**src/rtl/fabs_pkg.sv**
```systemverilog
// Shared types and constants for the fix acquisition backoff scheduler.
// No dependencies; used by every module under rtl/.
package fabs_pkg;

  localparam int CFG_W    = 16;
  localparam int MS_BITS  = 26;  // 16-bit seconds times 1000 fits in 26 bits
  localparam int STATUS_W = 3;
  localparam int IDX_W    = 3;
  localparam int RES_W    = 40;  // 38 result bits padded to whole bytes

  typedef enum logic [STATUS_W-1:0] {
    ST_NONE     = 3'd0,
    ST_PENDING  = 3'd1,
    ST_CURRENT  = 3'd2,
    ST_PREVIOUS = 3'd3,
    ST_TIMEOUT  = 3'd4
  } fix_status_t;

  localparam logic       OP_POLL    = 1'b0;
  localparam logic       OP_EVENT   = 1'b1;
  localparam logic [1:0] EV_FIX     = 2'd0;
  localparam logic [1:0] EV_TIMEOUT = 2'd1;

  localparam logic [IDX_W-1:0] REG_INITIAL_TIMEOUT = 3'd0;
  localparam logic [IDX_W-1:0] REG_MAX_TIMEOUT     = 3'd1;
  localparam logic [IDX_W-1:0] REG_SCAN_TIMEOUT    = 3'd2;
  localparam logic [IDX_W-1:0] REG_STALE_LIMIT     = 3'd3;
  localparam logic [IDX_W-1:0] REG_INITIAL_PROBE   = 3'd4;
  localparam logic [IDX_W-1:0] REG_MAX_PROBE       = 3'd5;
  localparam logic [IDX_W-1:0] REG_SCAN_PERIOD     = 3'd6;

  localparam logic [CFG_W-1:0] INITIAL_TIMEOUT_RST = 16'd120;
  localparam logic [CFG_W-1:0] MAX_TIMEOUT_RST     = 16'd300;
  localparam logic [CFG_W-1:0] SCAN_TIMEOUT_RST    = 16'd30;
  localparam logic [CFG_W-1:0] STALE_LIMIT_RST     = 16'd300;
  localparam logic [CFG_W-1:0] INITIAL_PROBE_RST   = 16'd240;
  localparam logic [CFG_W-1:0] MAX_PROBE_RST       = 16'd3600;
  localparam logic [CFG_W-1:0] SCAN_PERIOD_RST     = 16'd60;

  localparam logic [MS_BITS-1:0] MS_PER_S = 26'd1000;

  typedef struct packed {
    logic [CFG_W-1:0] initial_timeout_s;
    logic [CFG_W-1:0] max_timeout_s;
    logic [CFG_W-1:0] scan_timeout_s;
    logic [CFG_W-1:0] stale_limit_s;
    logic [CFG_W-1:0] initial_probe_s;
    logic [CFG_W-1:0] max_probe_s;
    logic [CFG_W-1:0] scan_period_s;
  } cfg_t;

  typedef struct packed {
    logic              fix_notify;
    fix_status_t       fix_status;
    logic              request_visibility;
    logic [CFG_W-1:0]  request_timeout_s;
    logic [CFG_W-1:0]  request_period_s;
    logic              request_start;
  } result_t;

  // seconds to milliseconds, constant multiply
  function automatic logic [MS_BITS-1:0] to_ms(input logic [CFG_W-1:0] s);
    logic [MS_BITS-1:0] p;
    p = {{(MS_BITS-CFG_W){1'b0}}, s} * MS_PER_S;
    return p;
  endfunction

  // double a value, capped
  function automatic logic [CFG_W-1:0] double_capped(input logic [CFG_W-1:0] v,
                                                     input logic [CFG_W-1:0] cap);
    logic [CFG_W:0] d;
    d = {v, 1'b0};
    return (d < {1'b0, cap}) ? d[CFG_W-1:0] : cap;
  endfunction

endpackage

```
**src/rtl/fabs_cfg_regs.sv**
```systemverilog
// Configuration register file of the fix acquisition backoff scheduler.
// Depends on fabs_pkg.
module fabs_cfg_regs (
  input  logic                         clk,
  input  logic                         rst,
  input  logic                         cfg_valid,
  output logic                         cfg_ready,
  input  logic [fabs_pkg::IDX_W-1:0]   cfg_index,
  input  logic [fabs_pkg::CFG_W-1:0]   cfg_data,
  output fabs_pkg::cfg_t               cfg
);

  assign cfg_ready = 1'b1;

  always_ff @(posedge clk) begin
    if (rst) begin
      cfg.initial_timeout_s <= fabs_pkg::INITIAL_TIMEOUT_RST;
      cfg.max_timeout_s     <= fabs_pkg::MAX_TIMEOUT_RST;
      cfg.scan_timeout_s    <= fabs_pkg::SCAN_TIMEOUT_RST;
      cfg.stale_limit_s     <= fabs_pkg::STALE_LIMIT_RST;
      cfg.initial_probe_s   <= fabs_pkg::INITIAL_PROBE_RST;
      cfg.max_probe_s       <= fabs_pkg::MAX_PROBE_RST;
      cfg.scan_period_s     <= fabs_pkg::SCAN_PERIOD_RST;
    end else if (cfg_valid) begin
      unique case (cfg_index)
        fabs_pkg::REG_INITIAL_TIMEOUT: cfg.initial_timeout_s <= cfg_data;
        fabs_pkg::REG_MAX_TIMEOUT:     cfg.max_timeout_s     <= cfg_data;
        fabs_pkg::REG_SCAN_TIMEOUT:    cfg.scan_timeout_s    <= cfg_data;
        fabs_pkg::REG_STALE_LIMIT:     cfg.stale_limit_s     <= cfg_data;
        fabs_pkg::REG_INITIAL_PROBE:   cfg.initial_probe_s   <= cfg_data;
        fabs_pkg::REG_MAX_PROBE:       cfg.max_probe_s       <= cfg_data;
        fabs_pkg::REG_SCAN_PERIOD:     cfg.scan_period_s     <= cfg_data;
        default: ;  // unused index, write dropped
      endcase
    end
  end

endmodule

```
**src/rtl/fabs_core.sv**
```systemverilog
// Scheduler state and the single-pass update for one poll or event.
// Depends on fabs_pkg.
module fabs_core #(
  parameter int TIME_BITS = 48
) (
  input  logic                   clk,
  input  logic                   rst,
  input  fabs_pkg::cfg_t         cfg,
  input  logic                   step,
  input  logic                   op,
  input  logic [TIME_BITS-1:0]   now_ms,
  input  logic [1:0]             event_kind,
  output fabs_pkg::result_t      res
);

  fabs_pkg::fix_status_t status, status_next, st;
  logic [TIME_BITS-1:0] last_fix_ms, last_fix_ms_next;
  logic [TIME_BITS-1:0] next_poll_ms, next_poll_ms_next;
  logic first_acquire, first_acquire_next;
  logic request_due, request_due_next;
  logic [fabs_pkg::CFG_W-1:0] acq_timeout_s, acq_timeout_s_next;
  logic [fabs_pkg::CFG_W-1:0] probe_wait_s, probe_wait_s_next;

  logic [TIME_BITS-1:0] poll_diff, fix_age, stale_ms, scan_ms, probe_ms;
  logic poll_due, stale, reinit;
  logic first_v, due_v;
  logic [fabs_pkg::CFG_W-1:0] acq_v, probe_v;

  localparam int PAD = TIME_BITS - fabs_pkg::MS_BITS;

  assign stale_ms  = {{PAD{1'b0}}, fabs_pkg::to_ms(cfg.stale_limit_s)};
  assign scan_ms   = {{PAD{1'b0}}, fabs_pkg::to_ms(cfg.scan_period_s)};
  assign poll_diff = now_ms - next_poll_ms;
  assign fix_age   = now_ms - last_fix_ms;
  // signed difference strictly above the bound
  assign poll_due  = !poll_diff[TIME_BITS-1] && (poll_diff != '0);
  assign stale     = !fix_age[TIME_BITS-1] && (fix_age > stale_ms);
  // only a previous fix can go stale
  assign reinit    = (status == fabs_pkg::ST_PREVIOUS) && stale;

  // stale fix restarts the backoff before the rest of the poll runs
  assign first_v = reinit ? 1'b1 : first_acquire;
  assign due_v   = reinit ? 1'b1 : request_due;
  assign acq_v   = reinit ? cfg.initial_timeout_s : acq_timeout_s;
  assign probe_v = reinit ? cfg.initial_probe_s : probe_wait_s;
  assign probe_ms = {{PAD{1'b0}}, fabs_pkg::to_ms(probe_v)};

  always_comb begin
    status_next        = status;
    last_fix_ms_next   = last_fix_ms;
    next_poll_ms_next  = next_poll_ms;
    first_acquire_next = first_acquire;
    request_due_next   = request_due;
    acq_timeout_s_next = acq_timeout_s;
    probe_wait_s_next  = probe_wait_s;
    st                 = status;
    res                = '0;

    if (op == fabs_pkg::OP_EVENT) begin
      if (event_kind == fabs_pkg::EV_FIX) begin
        last_fix_ms_next = now_ms;
        status_next      = fabs_pkg::ST_CURRENT;
        res.fix_notify   = 1'b1;
      end else if (status == fabs_pkg::ST_CURRENT) begin
        status_next = fabs_pkg::ST_PREVIOUS;
      end else if (status == fabs_pkg::ST_PENDING && event_kind == fabs_pkg::EV_TIMEOUT) begin
        status_next = fabs_pkg::ST_TIMEOUT;
      end
    end else if (poll_due) begin
      if (reinit) begin
        status_next        = fabs_pkg::ST_NONE;
        st                 = fabs_pkg::ST_NONE;
        probe_wait_s_next  = cfg.initial_probe_s;
        acq_timeout_s_next = cfg.initial_timeout_s;
        first_acquire_next = 1'b1;
        request_due_next   = 1'b1;
      end
      if (status == fabs_pkg::ST_PREVIOUS && !stale) begin
        next_poll_ms_next = now_ms + scan_ms;
      end else if (first_v) begin
        if (st == fabs_pkg::ST_NONE || st == fabs_pkg::ST_TIMEOUT) begin
          if (due_v) begin
            res.request_start     = 1'b1;
            res.request_timeout_s = acq_v;
            status_next           = fabs_pkg::ST_PENDING;
            acq_timeout_s_next    = fabs_pkg::double_capped(acq_v, cfg.max_timeout_s);
            next_poll_ms_next     = now_ms;
            request_due_next      = 1'b0;
          end else if (st == fabs_pkg::ST_TIMEOUT) begin
            next_poll_ms_next = next_poll_ms + probe_ms;
            probe_wait_s_next = fabs_pkg::double_capped(probe_v, cfg.max_probe_s);
            request_due_next  = 1'b1;
          end
        end
        if (st == fabs_pkg::ST_CURRENT) begin
          first_acquire_next     = 1'b0;
          res.request_start      = 1'b1;
          res.request_period_s   = cfg.scan_period_s;
          res.request_timeout_s  = cfg.scan_timeout_s;
          res.request_visibility = 1'b1;
          next_poll_ms_next      = now_ms + scan_ms;
        end
      end
    end
    res.fix_status = status_next;
  end

  always_ff @(posedge clk) begin
    if (rst) begin
      status        <= fabs_pkg::ST_NONE;
      last_fix_ms   <= '0;
      next_poll_ms  <= '0;
      first_acquire <= 1'b1;
      request_due   <= 1'b1;
      acq_timeout_s <= fabs_pkg::INITIAL_TIMEOUT_RST;
      probe_wait_s  <= fabs_pkg::INITIAL_PROBE_RST;
    end else if (step) begin
      status        <= status_next;
      last_fix_ms   <= last_fix_ms_next;
      next_poll_ms  <= next_poll_ms_next;
      first_acquire <= first_acquire_next;
      request_due   <= request_due_next;
      acq_timeout_s <= acq_timeout_s_next;
      probe_wait_s  <= probe_wait_s_next;
    end
  end

endmodule

```
**src/rtl/fix_acquisition_backoff_scheduler.sv**
```systemverilog
// Top level of the fix acquisition backoff scheduler: input and result registers.
// Depends on fabs_pkg, fabs_cfg_regs and fabs_core.
//
// Usage:
//   Slave stream (s_*) takes one request per transfer: a poll (s_tuser = 0)
//   carrying the current millisecond time, or a receiver event (s_tuser = 1)
//   carrying its time and event kind. Every request yields exactly one result
//   on the master stream (m_*): whether an acquisition request is issued, its
//   period, timeout and visibility flag, the fix status and a notify flag.
// The config channel writes the seven second-valued registers by index and is
//   always ready; the user writes it only with no request in flight (unenforced).
// Path: a request accepted on s_* is registered in the input register, then
//   processed into the core state and the result register once m_* is free.
// Throughput: one request per cycle while m_tready is high; the whole update is a single pass from
//   the input register into the result register, set by the 48-bit time
//   compare and add through the state update.
// Reset (rst, synchronous): registers return to their defaults, fix status to
//   none, both backoff values to their initial values, pipeline empties.
// Stall: when m_tready is low the result holds, one more request may wait in
//   the input register, then s_tready drops.
module fix_acquisition_backoff_scheduler #(
  parameter int TIME_BITS = 48
) (
  input  logic                              clk,
  input  logic                              rst,
  input  logic                              s_tvalid,
  output logic                              s_tready,
  // [TIME_BITS-1:0] now_ms, [TIME_BITS+1:TIME_BITS] event_kind, rest zero
  input  logic [((TIME_BITS+9)/8)*8-1:0]    s_tdata,
  // [0] operation
  input  logic [0:0]                        s_tuser,
  output logic                              m_tvalid,
  input  logic                              m_tready,
  // [0] request_start, [16:1] request_period_s, [32:17] request_timeout_s,
  // [33] request_visibility, [36:34] fix_status, [37] fix_notify, rest zero
  output logic [fabs_pkg::RES_W-1:0]        m_tdata,
  input  logic                              cfg_valid,
  output logic                              cfg_ready,
  input  logic [fabs_pkg::IDX_W-1:0]        cfg_index,
  input  logic [fabs_pkg::CFG_W-1:0]        cfg_data
);

  fabs_pkg::cfg_t    cfg;
  fabs_pkg::result_t res;

  logic                 in_valid;
  logic                 in_op;
  logic [TIME_BITS-1:0] in_now;
  logic [1:0]           in_kind;
  logic                 advance;

  assign advance  = in_valid && (!m_tvalid || m_tready);
  assign s_tready = !in_valid || advance;

  fabs_cfg_regs u_cfg (
    .clk       (clk),
    .rst       (rst),
    .cfg_valid (cfg_valid),
    .cfg_ready (cfg_ready),
    .cfg_index (cfg_index),
    .cfg_data  (cfg_data),
    .cfg       (cfg)
  );

  fabs_core #(
    .TIME_BITS (TIME_BITS)
  ) u_core (
    .clk        (clk),
    .rst        (rst),
    .cfg        (cfg),
    .step       (advance),
    .op         (in_op),
    .now_ms     (in_now),
    .event_kind (in_kind),
    .res        (res)
  );

  always_ff @(posedge clk) begin
    if (rst) begin
      in_valid <= 1'b0;
    end else if (s_tready) begin
      in_valid <= s_tvalid;
    end
    if (s_tready && s_tvalid) begin
      in_op   <= s_tuser[0];
      in_now  <= s_tdata[TIME_BITS-1:0];
      in_kind <= s_tdata[TIME_BITS+1:TIME_BITS];
    end
  end

  always_ff @(posedge clk) begin
    if (rst) begin
      m_tvalid <= 1'b0;
    end else if (advance) begin
      m_tvalid <= 1'b1;
    end else if (m_tready) begin
      m_tvalid <= 1'b0;
    end
    if (advance) begin
      m_tdata <= {2'b00, res.fix_notify, res.fix_status, res.request_visibility,
                  res.request_timeout_s, res.request_period_s, res.request_start};
    end
  end

endmodule
```
**config.mk**
```make
export PLATFORM = sky130hd
export DESIGN_NAME = fix_acquisition_backoff_scheduler
export DESIGN_NICKNAME = d
export VERILOG_FILES = /design/src/rtl/fabs_pkg.sv /design/src/rtl/fabs_cfg_regs.sv /design/src/rtl/fabs_core.sv /design/src/rtl/fix_acquisition_backoff_scheduler.sv
export SDC_FILE = /design/constraint.sdc
export NUM_CORES = 2
export LEC_CHECK = 0
export BUFFER_PORTS_ARGS = -buffer_cell sky130_fd_sc_hd__buf_2
export CAP_MARGIN = 40
export CORE_AREA = 2 2 235 237
export CTS_BUF_LIST = sky130_fd_sc_hd__clkbuf_4
export DETAILED_ROUTE_END_ITERATION = 6
export DIE_AREA = 0 0 237 239
export PLACE_DENSITY = 0.83
export SETUP_SLACK_MARGIN = 0.4
export SLEW_MARGIN = 0
export SYNTH_ARGS = -nofsm -noshare
export SYNTH_HDL_FRONTEND = slang
export SYNTH_SLANG_ARGS = --single-unit
```
**constraint.sdc**
```tcl
create_clock -name clk -period 15.05 [get_ports clk]
set_input_delay 1.505 -clock clk [delete_from_list [all_inputs] [get_ports clk]]
set_output_delay 1.505 -clock clk [all_outputs]
set_load 0.02 [all_outputs]
```
* Yosys cells after proc, flatten, opt, wreduce, memory -nomap -nowiden
Cells that the tools add are included.
** Word-level totals
- Input bits :: 81
- Output and inout port bits :: 43
- Logic and storage cells :: 133
- Flip-flop bits (word level) :: 336
** Operators by class
- Bitwise gates (word level) :: 4
- Add/sub/neg operators :: 4
- $mul :: 3
- Reduce and logical (&&, ||, !) cells :: 35
- Magnitude comparators :: 3
- Equal/unequal tests :: 12
- Multiplexer cells :: 49
** Operators with widths (number)
- $mux 48 :: 6
- $mux 16 :: 15
- $add 48x26->48 :: 2
- $sub 48x48->48 :: 2
- $mul 16x7->23 const B :: 3
- $gt 48x26->1 :: 1
- $reduce_bool 48->1 :: 1
- $mux 3 :: 12
- $lt 17x16->1 :: 2
- $mux 34 :: 1
- $eq 3x2->1 const B :: 5
- $mux 1 :: 15
- $reduce_and 2->1 :: 7
- $eq 3x3->1 const B :: 4
- $logic_and 1x1->1 :: 7
- $eq 3x1->1 const B :: 2
- $logic_not 3->1 :: 2
- $reduce_and 3->1 :: 2
- $reduce_and 6->1 :: 1
- $logic_not 1->1 :: 5
- $reduce_or 5->1 :: 1
- $not 1->1 :: 4
- $reduce_bool 2->1 :: 2
- $reduce_bool 4->1 :: 1
- 5 further kinds :: 7

* Longest topological paths before layout
- Word-level depth :: 14
- Gate-level depth with buffers :: 66
- Mapped depth without buffers :: 63

* Hierarchy
A second synthesis with hierarchy kept.
** Unflattened totals
- Cells, all modules :: 3746
- Area total of the unflattened synthesis :: 31965.7 µm²
** Modules (own cells, without submodules)
- fabs_core :: sequential area each 2662.6 µm², area an instance 24736.2 µm², instances 1, cells an instance 3235
- fabs_cfg_regs :: sequential area each 2242.2 µm², area an instance 4434.3 µm², instances 1, cells an instance 409
- fix_acquisition_backoff_scheduler :: sequential area each 2712.6 µm², area an instance 2795.2 µm², instances 1, cells an instance 102

* Worst setup path after synthesis
OpenSTA, ideal clock, no wires.
- Kind :: reg-to-reg
- Start :: register u_cfg.cfg[49] (netlist name)
- End :: register u_core.next_poll_ms[36]
- Data required time :: 14917 ps
- Setup slack :: 1258 ps
- Clock period less this slack :: 13792 ps
- Data arrival time :: 13659 ps
- Path buffers :: 4
- Setup time :: 133 ps
- Stages on the path, launching flop included :: 63
- Cells stage by stage :: dfxtp_1 > inv_1 > fa_1 > fa_1 > fa_1 > fa_1 > inv_1 > ha_1 > a21boi_0 > o21ai_0 > a21boi_0 > o21ai_0 > a21oi_1 > o31a_1 > o211ai_1 > nand2_1 > a41o_1 > o41ai_1 > [... 27 more ...] > o21ai_0 > a2111o_1 > and3_1 > or2_2 > nor2_1 > xnor2_1 > ha_1 > a21o_1 > nand2_1 > nand3_1 > o21ai_0 > a311oi_1 > o311ai_0 > nor4_1 > inv_1 > or4_1 > o211ai_1 > a211oi_2
** Between the ends
- Word-level cells in the longest chain between the ends :: 13
- Elaborated cells on any way between the ends :: 28
- Those cells by class :: add/sub: 1; mul: 2; order compare: 1; eq/ne: 2; mux: 12; reduce/logical: 10
** Ends and longest elaborated chain
- $mul 16x7->23 * :: line fabs_pkg.sv:64 : p = {{(MS_BITS-CFG_W){1'b0}}, s} * MS_PER_S;
- $gt 48x26->1 * :: line fabs_core.sv:37 : assign stale = !fix_age[TIME_BITS-1] && (fix_age > stale_ms);
- $logic_and 1x1->1 * :: line fabs_core.sv:37
- $logic_and 1x1->1 :: line fabs_core.sv:39 : assign reinit = (status == fabs_pkg::ST_PREVIOUS) && stale;
- $mux 16 :: line fabs_core.sv:45 : assign probe_v = reinit ? cfg.initial_probe_s : probe_wait_s;
- $mul 16x7->23 :: line fabs_pkg.sv:64
- $add 48x26->48 :: line fabs_core.sv:90 : next_poll_ms_next = next_poll_ms + probe_ms;
- $mux 48 :: line fabs_core.sv:89 : end else if (st == fabs_pkg::ST_TIMEOUT) begin
- $mux 48 :: line fabs_core.sv:82 : if (due_v) begin
- $mux 48 :: line fabs_core.sv:81 : if (st == fabs_pkg::ST_NONE || st == fabs_pkg::ST_TIMEOUT) begin
- $mux 48 :: line fabs_core.sv:95 : if (st == fabs_pkg::ST_CURRENT) begin
- $mux 48 :: line fabs_core.sv:80 : end else if (first_v) begin
- $mux 48 :: line fabs_core.sv:78 : if (status == fabs_pkg::ST_PREVIOUS && !stale) begin
- end signal, assigned :: line fabs_core.sv:120 : next_poll_ms <= next_poll_ms_next;
- end, declared :: line fabs_core.sv:18 : logic [TIME_BITS-1:0] next_poll_ms, next_poll_ms_next;
Every way passes the cells marked *; elsewhere a longest branch is shown, timed or not. The select of a mux whose other input is x is not followed.
A chain may end at the register's enable or synchronous reset.

* Final worst setup path
- Start :: register u_cfg.cfg[48] (netlist name)
- End :: register u_core.next_poll_ms[36]
** Between the ends
- Word-level cells in the longest chain between the ends :: 13
- Elaborated cells on any way between the ends :: 28
- Those cells by class :: add/sub: 1; mul: 2; order compare: 1; eq/ne: 2; mux: 12; reduce/logical: 10
** Ends and longest elaborated chain (line)
- $mul 16x7->23 * :: fabs_pkg.sv:64
- $gt 48x26->1 * :: fabs_core.sv:37
- $logic_and 1x1->1 * :: fabs_core.sv:37
- $logic_and 1x1->1 :: fabs_core.sv:39
- $mux 16 :: fabs_core.sv:45
- $mul 16x7->23 :: fabs_pkg.sv:64
- $add 48x26->48 :: fabs_core.sv:90
- $mux 48 :: fabs_core.sv:89
- $mux 48 :: fabs_core.sv:82
- $mux 48 :: fabs_core.sv:81
- $mux 48 :: fabs_core.sv:95
- $mux 48 :: fabs_core.sv:80
- $mux 48 :: fabs_core.sv:78
Marks and branches as above.

==> flow_summary.json <==
{
  "status": "complete, but fails checks",
  "violations": "design-rule violations",
  "ys_seq_elements": 336,
  "h-tree-depth": 3,
  "clk_pin_slew_ps": 70,
  "clk_path_buf_depth": 3,
  "r2r-end": "u_core.next_poll_ms[36]",
  "r2r_start": "u_cfg.cfg[48]",
  "holdPathEnd": "u_core.last_fix_ms[26]",
  "numClockSinks": 336,
  "place_congestion": 1.02,
  "initial_utilization_pct": 59.0,
  "cts_root_buffer": "clkbuf_4",
  "postSynth.asyncResetShare_pct": 0,
  "power.total_mw": 3.19,
  "cts_tree": "built",
  "drc_errors": 2,
  "worst_slack_ps": 935,
  "fin_crit_sh_pct": 93.8,
  "preCtsSetupSlack_ps": 392,
  "fp.coreArea_mm2": 0.0543,
  "grt_pass1_wl_um": 150000,
  "wl_per_cell_um": 20.5,
  "portBuffers": 114,
  "p_sw_mw": 1.27,
  "cellPowerDensity_mw_per_mm2": 92.0,
  "drt_wl_total_um": 96100,
  "max_stage_delay_ps": 530,
  "vias": 29926,
  "layout-drive-gt1-share_pct": 12.0,
  "arrival_ps": 14840,
  "firstDrtPassIters": 7,
  "reg2regPathDepth": 62,
  "synth_warnings": 0,
  "grt_max_degree": 76,
  "hold_violations": 0,
  "die_h_um": 239,
  "fin_skew_ps": 83.3,
  "min_from": "u_core.last_fix_ms[26]",
  "switching_share_pct": 39.8,
  "maxCapViolCount": 0,
  "drt.antenna.violating_nets": 0,
  "final_cells": 4689,
  "tightest_slew_ps": 1030,
  "grt.total_usage_pct": 33.3,
  "final_cell_mix": "472 x nand2_1, 378 x inv_1, 348 x ha_1, 334 x a21oi_1, 243 x dfxtp_1",
  "mostFrequentLayoutCell": "nand2_1",
  "place_area_mm2": 0.0333,
  "worstPathRequired_ps": 15780,
  "hold_slack_ps": 455,
  "setup.worst_path.start_class": "flop",
  "post-route-min-period_ps": 14110,
  "drt_iter0_drc": 3359,
  "clk_latency_ps": 870,
  "antenna_found_initial": 4,
  "p_leak_nw": 14.4,
  "rsz0062_at_grt": "no",
  "worstHoldPathCells": 2,
  "synth.distinct_cells": 116,
  "io_pins": 124,
  "synth_enable_flop_cells": 89,
  "cp-end-kind": "flop",
  "fmax_mhz": 70.8,
  "slew_violations": 0,
  "first_global_vias": 28585,
  "clkPwrFrac_pct": 25.8,
  "tns_ps": 0,
  "synth_flop_cell": "dfxtp_1",
  "finalInstanceArea_mm2": 0.0347,
  "p_int_mw": 1.92,
  "peakVddDrop_mv": 0.0641,
  "area_growth_pct": 8.14,
  "dp_cells": 4516,
  "r2r_slack_ps": 940,
  "final_util_pct": 63.8,
  "slew_headroom_pct": 31.1,
  "seqPwrFrac_pct": 31.4,
  "row_count": 86,
  "fp.dieW_um": 237,
  "cp_max_fo": 6,
  "nets": 4512,
  "synthesis.area_mm2": 0.0321,
  "slowest_stage": "fa_1",
  "combPwrFrac_pct": 42.8,
  "hpwl_um": 71000,
  "routed_via_density": 6.38,
  "nFillCells": 4446,
  "worstSetupPathType": "flop to flop",
  "postCtsHoldBufs": 0,
  "hold_path.class": "flop to flop",
  "die_area_mm2": 0.0566,
  "grt_overflow": 0,
  "synth_seq_area_share_pct": 23.7,
  "netlist_instances": 3806,
  "cts-buffers-inserted": 88,
  "final-setup-viol-count": 0,
  "avgSynthCellArea_um2": 8.43
}
-- critical path: cells and delay by family (launching register included) --
kind,cells,cell delay (ps)
and+or+nand+nor,12,2530
muxes,1,380
buffers and inverters,8,760
xor gates and xnor gates,2,340
DFF,1,380
adders and majority gates,12,4940
AOI/OAI and AO/OA,27,4690
-- area by class of cell --
cell class | instances | area (µm²) | share of cell area (%)
sequential | 336 | 7630 | 22.0
clock inverter | 37 | 214 | 0.617
antenna | 4 | 10.0 | 0.0289
timing repair buffer | 185 | 1200 | 3.46
tap | 704 | 881 | 2.54
clock buffer | 117 | 878 | 2.53
multi-input combinational | 2921 | 22400 | 64.7
inverter | 385 | 1450 | 4.17
-- routing by layer --
metal  vias to the layer above  part of all wire (%)  GRT usage [%]
li1                      13887                     -              -
met1                     14128                    39           42.8
met2                      1560                    45           52.1
met3                       351                    11           6.96
met4                         0                   5.6           19.2
met5                         -                     0              0
-- worst max-delay path by stage --
stage | start | end | cells after the start
after CTS | u_cfg.cfg[49] | u_core.next_poll_ms[35] | 61
after global routing | u_cfg.cfg[48] | u_core.next_poll_ms[36] | 64
final | u_cfg.cfg[48] | u_core.next_poll_ms[36] | 62
after detailed placement | u_cfg.cfg[48] | u_core.next_poll_ms[36] | 63
after global placement | u_cfg.cfg[48] | u_core.next_poll_ms[36] | 65
after floorplan | u_cfg.cfg[49] | u_core.next_poll_ms[36] | 62
-- power by group through the flow --
stage	Clock, mW	Combinational [mW]	Sequential, mW
2_1_floorplan	0	1.01	1.00
3_3_place_gp	0	1.27	1.02
3_5_place_dp	0	1.31	1.02
4_1_cts	0.827	1.32	0.999
5_1_grt	0.868	1.52	1.00
6_report	0.823	1.37	1.00
-- synth_stat cells, drive strengths merged, types with 60 or more instances --
cell    count  area (µm²)
nor3       96         485
xnor2     103         902
fa        163        3260
inv       384        1440
clkbuf    105         394
a21oi     345        1760
nand2     472        1770
nor2      198         751
o21ai     167         851
a21o       67         503
buf        60         375
ha        351        4390
edfxtp     89        2670
nand3      99         500
dfxtp     247        4940
-- kinds of logic (layout without fill, tap and decap cells) --
kind of cell | after synthesis | in the layout | share of synthesized area [%]
and+or+nand+nor | 1122 | 1122 | 16.4
adders and majority gates | 514 | 514 | 23.9
AOI/OAI and AO/OA | 1084 | 1084 | 23.2
buffers and inverters | 550 | 724 | 6.90
other | 2 | 7 | 0.0234
DFF | 336 | 336 | 23.7
muxes | 59 | 59 | 2.07
xor gates and xnor gates | 139 | 139 | 3.80
-- sequential cells by signal (all words and copies together), names as in the netlist, 2 cells and up --
register / flops
u_core.last_fix_ms: 48
u_core.acq_timeout_s: 16
in_now: 48
u_cfg.cfg: 112
u_core.probe_wait_s: 16
u_core.next_poll_ms: 48
u_core.status: 3
in_kind: 2
m_tdata: 38
-- what timing repair did --
item,CTS,global route
resized for setup,3,53
cloned,0,0
setup endpoints to repair,2,29
pin swaps,0,27
buffers inserted,0,14
No activity file was read; power rests on OpenSTA's default activity.
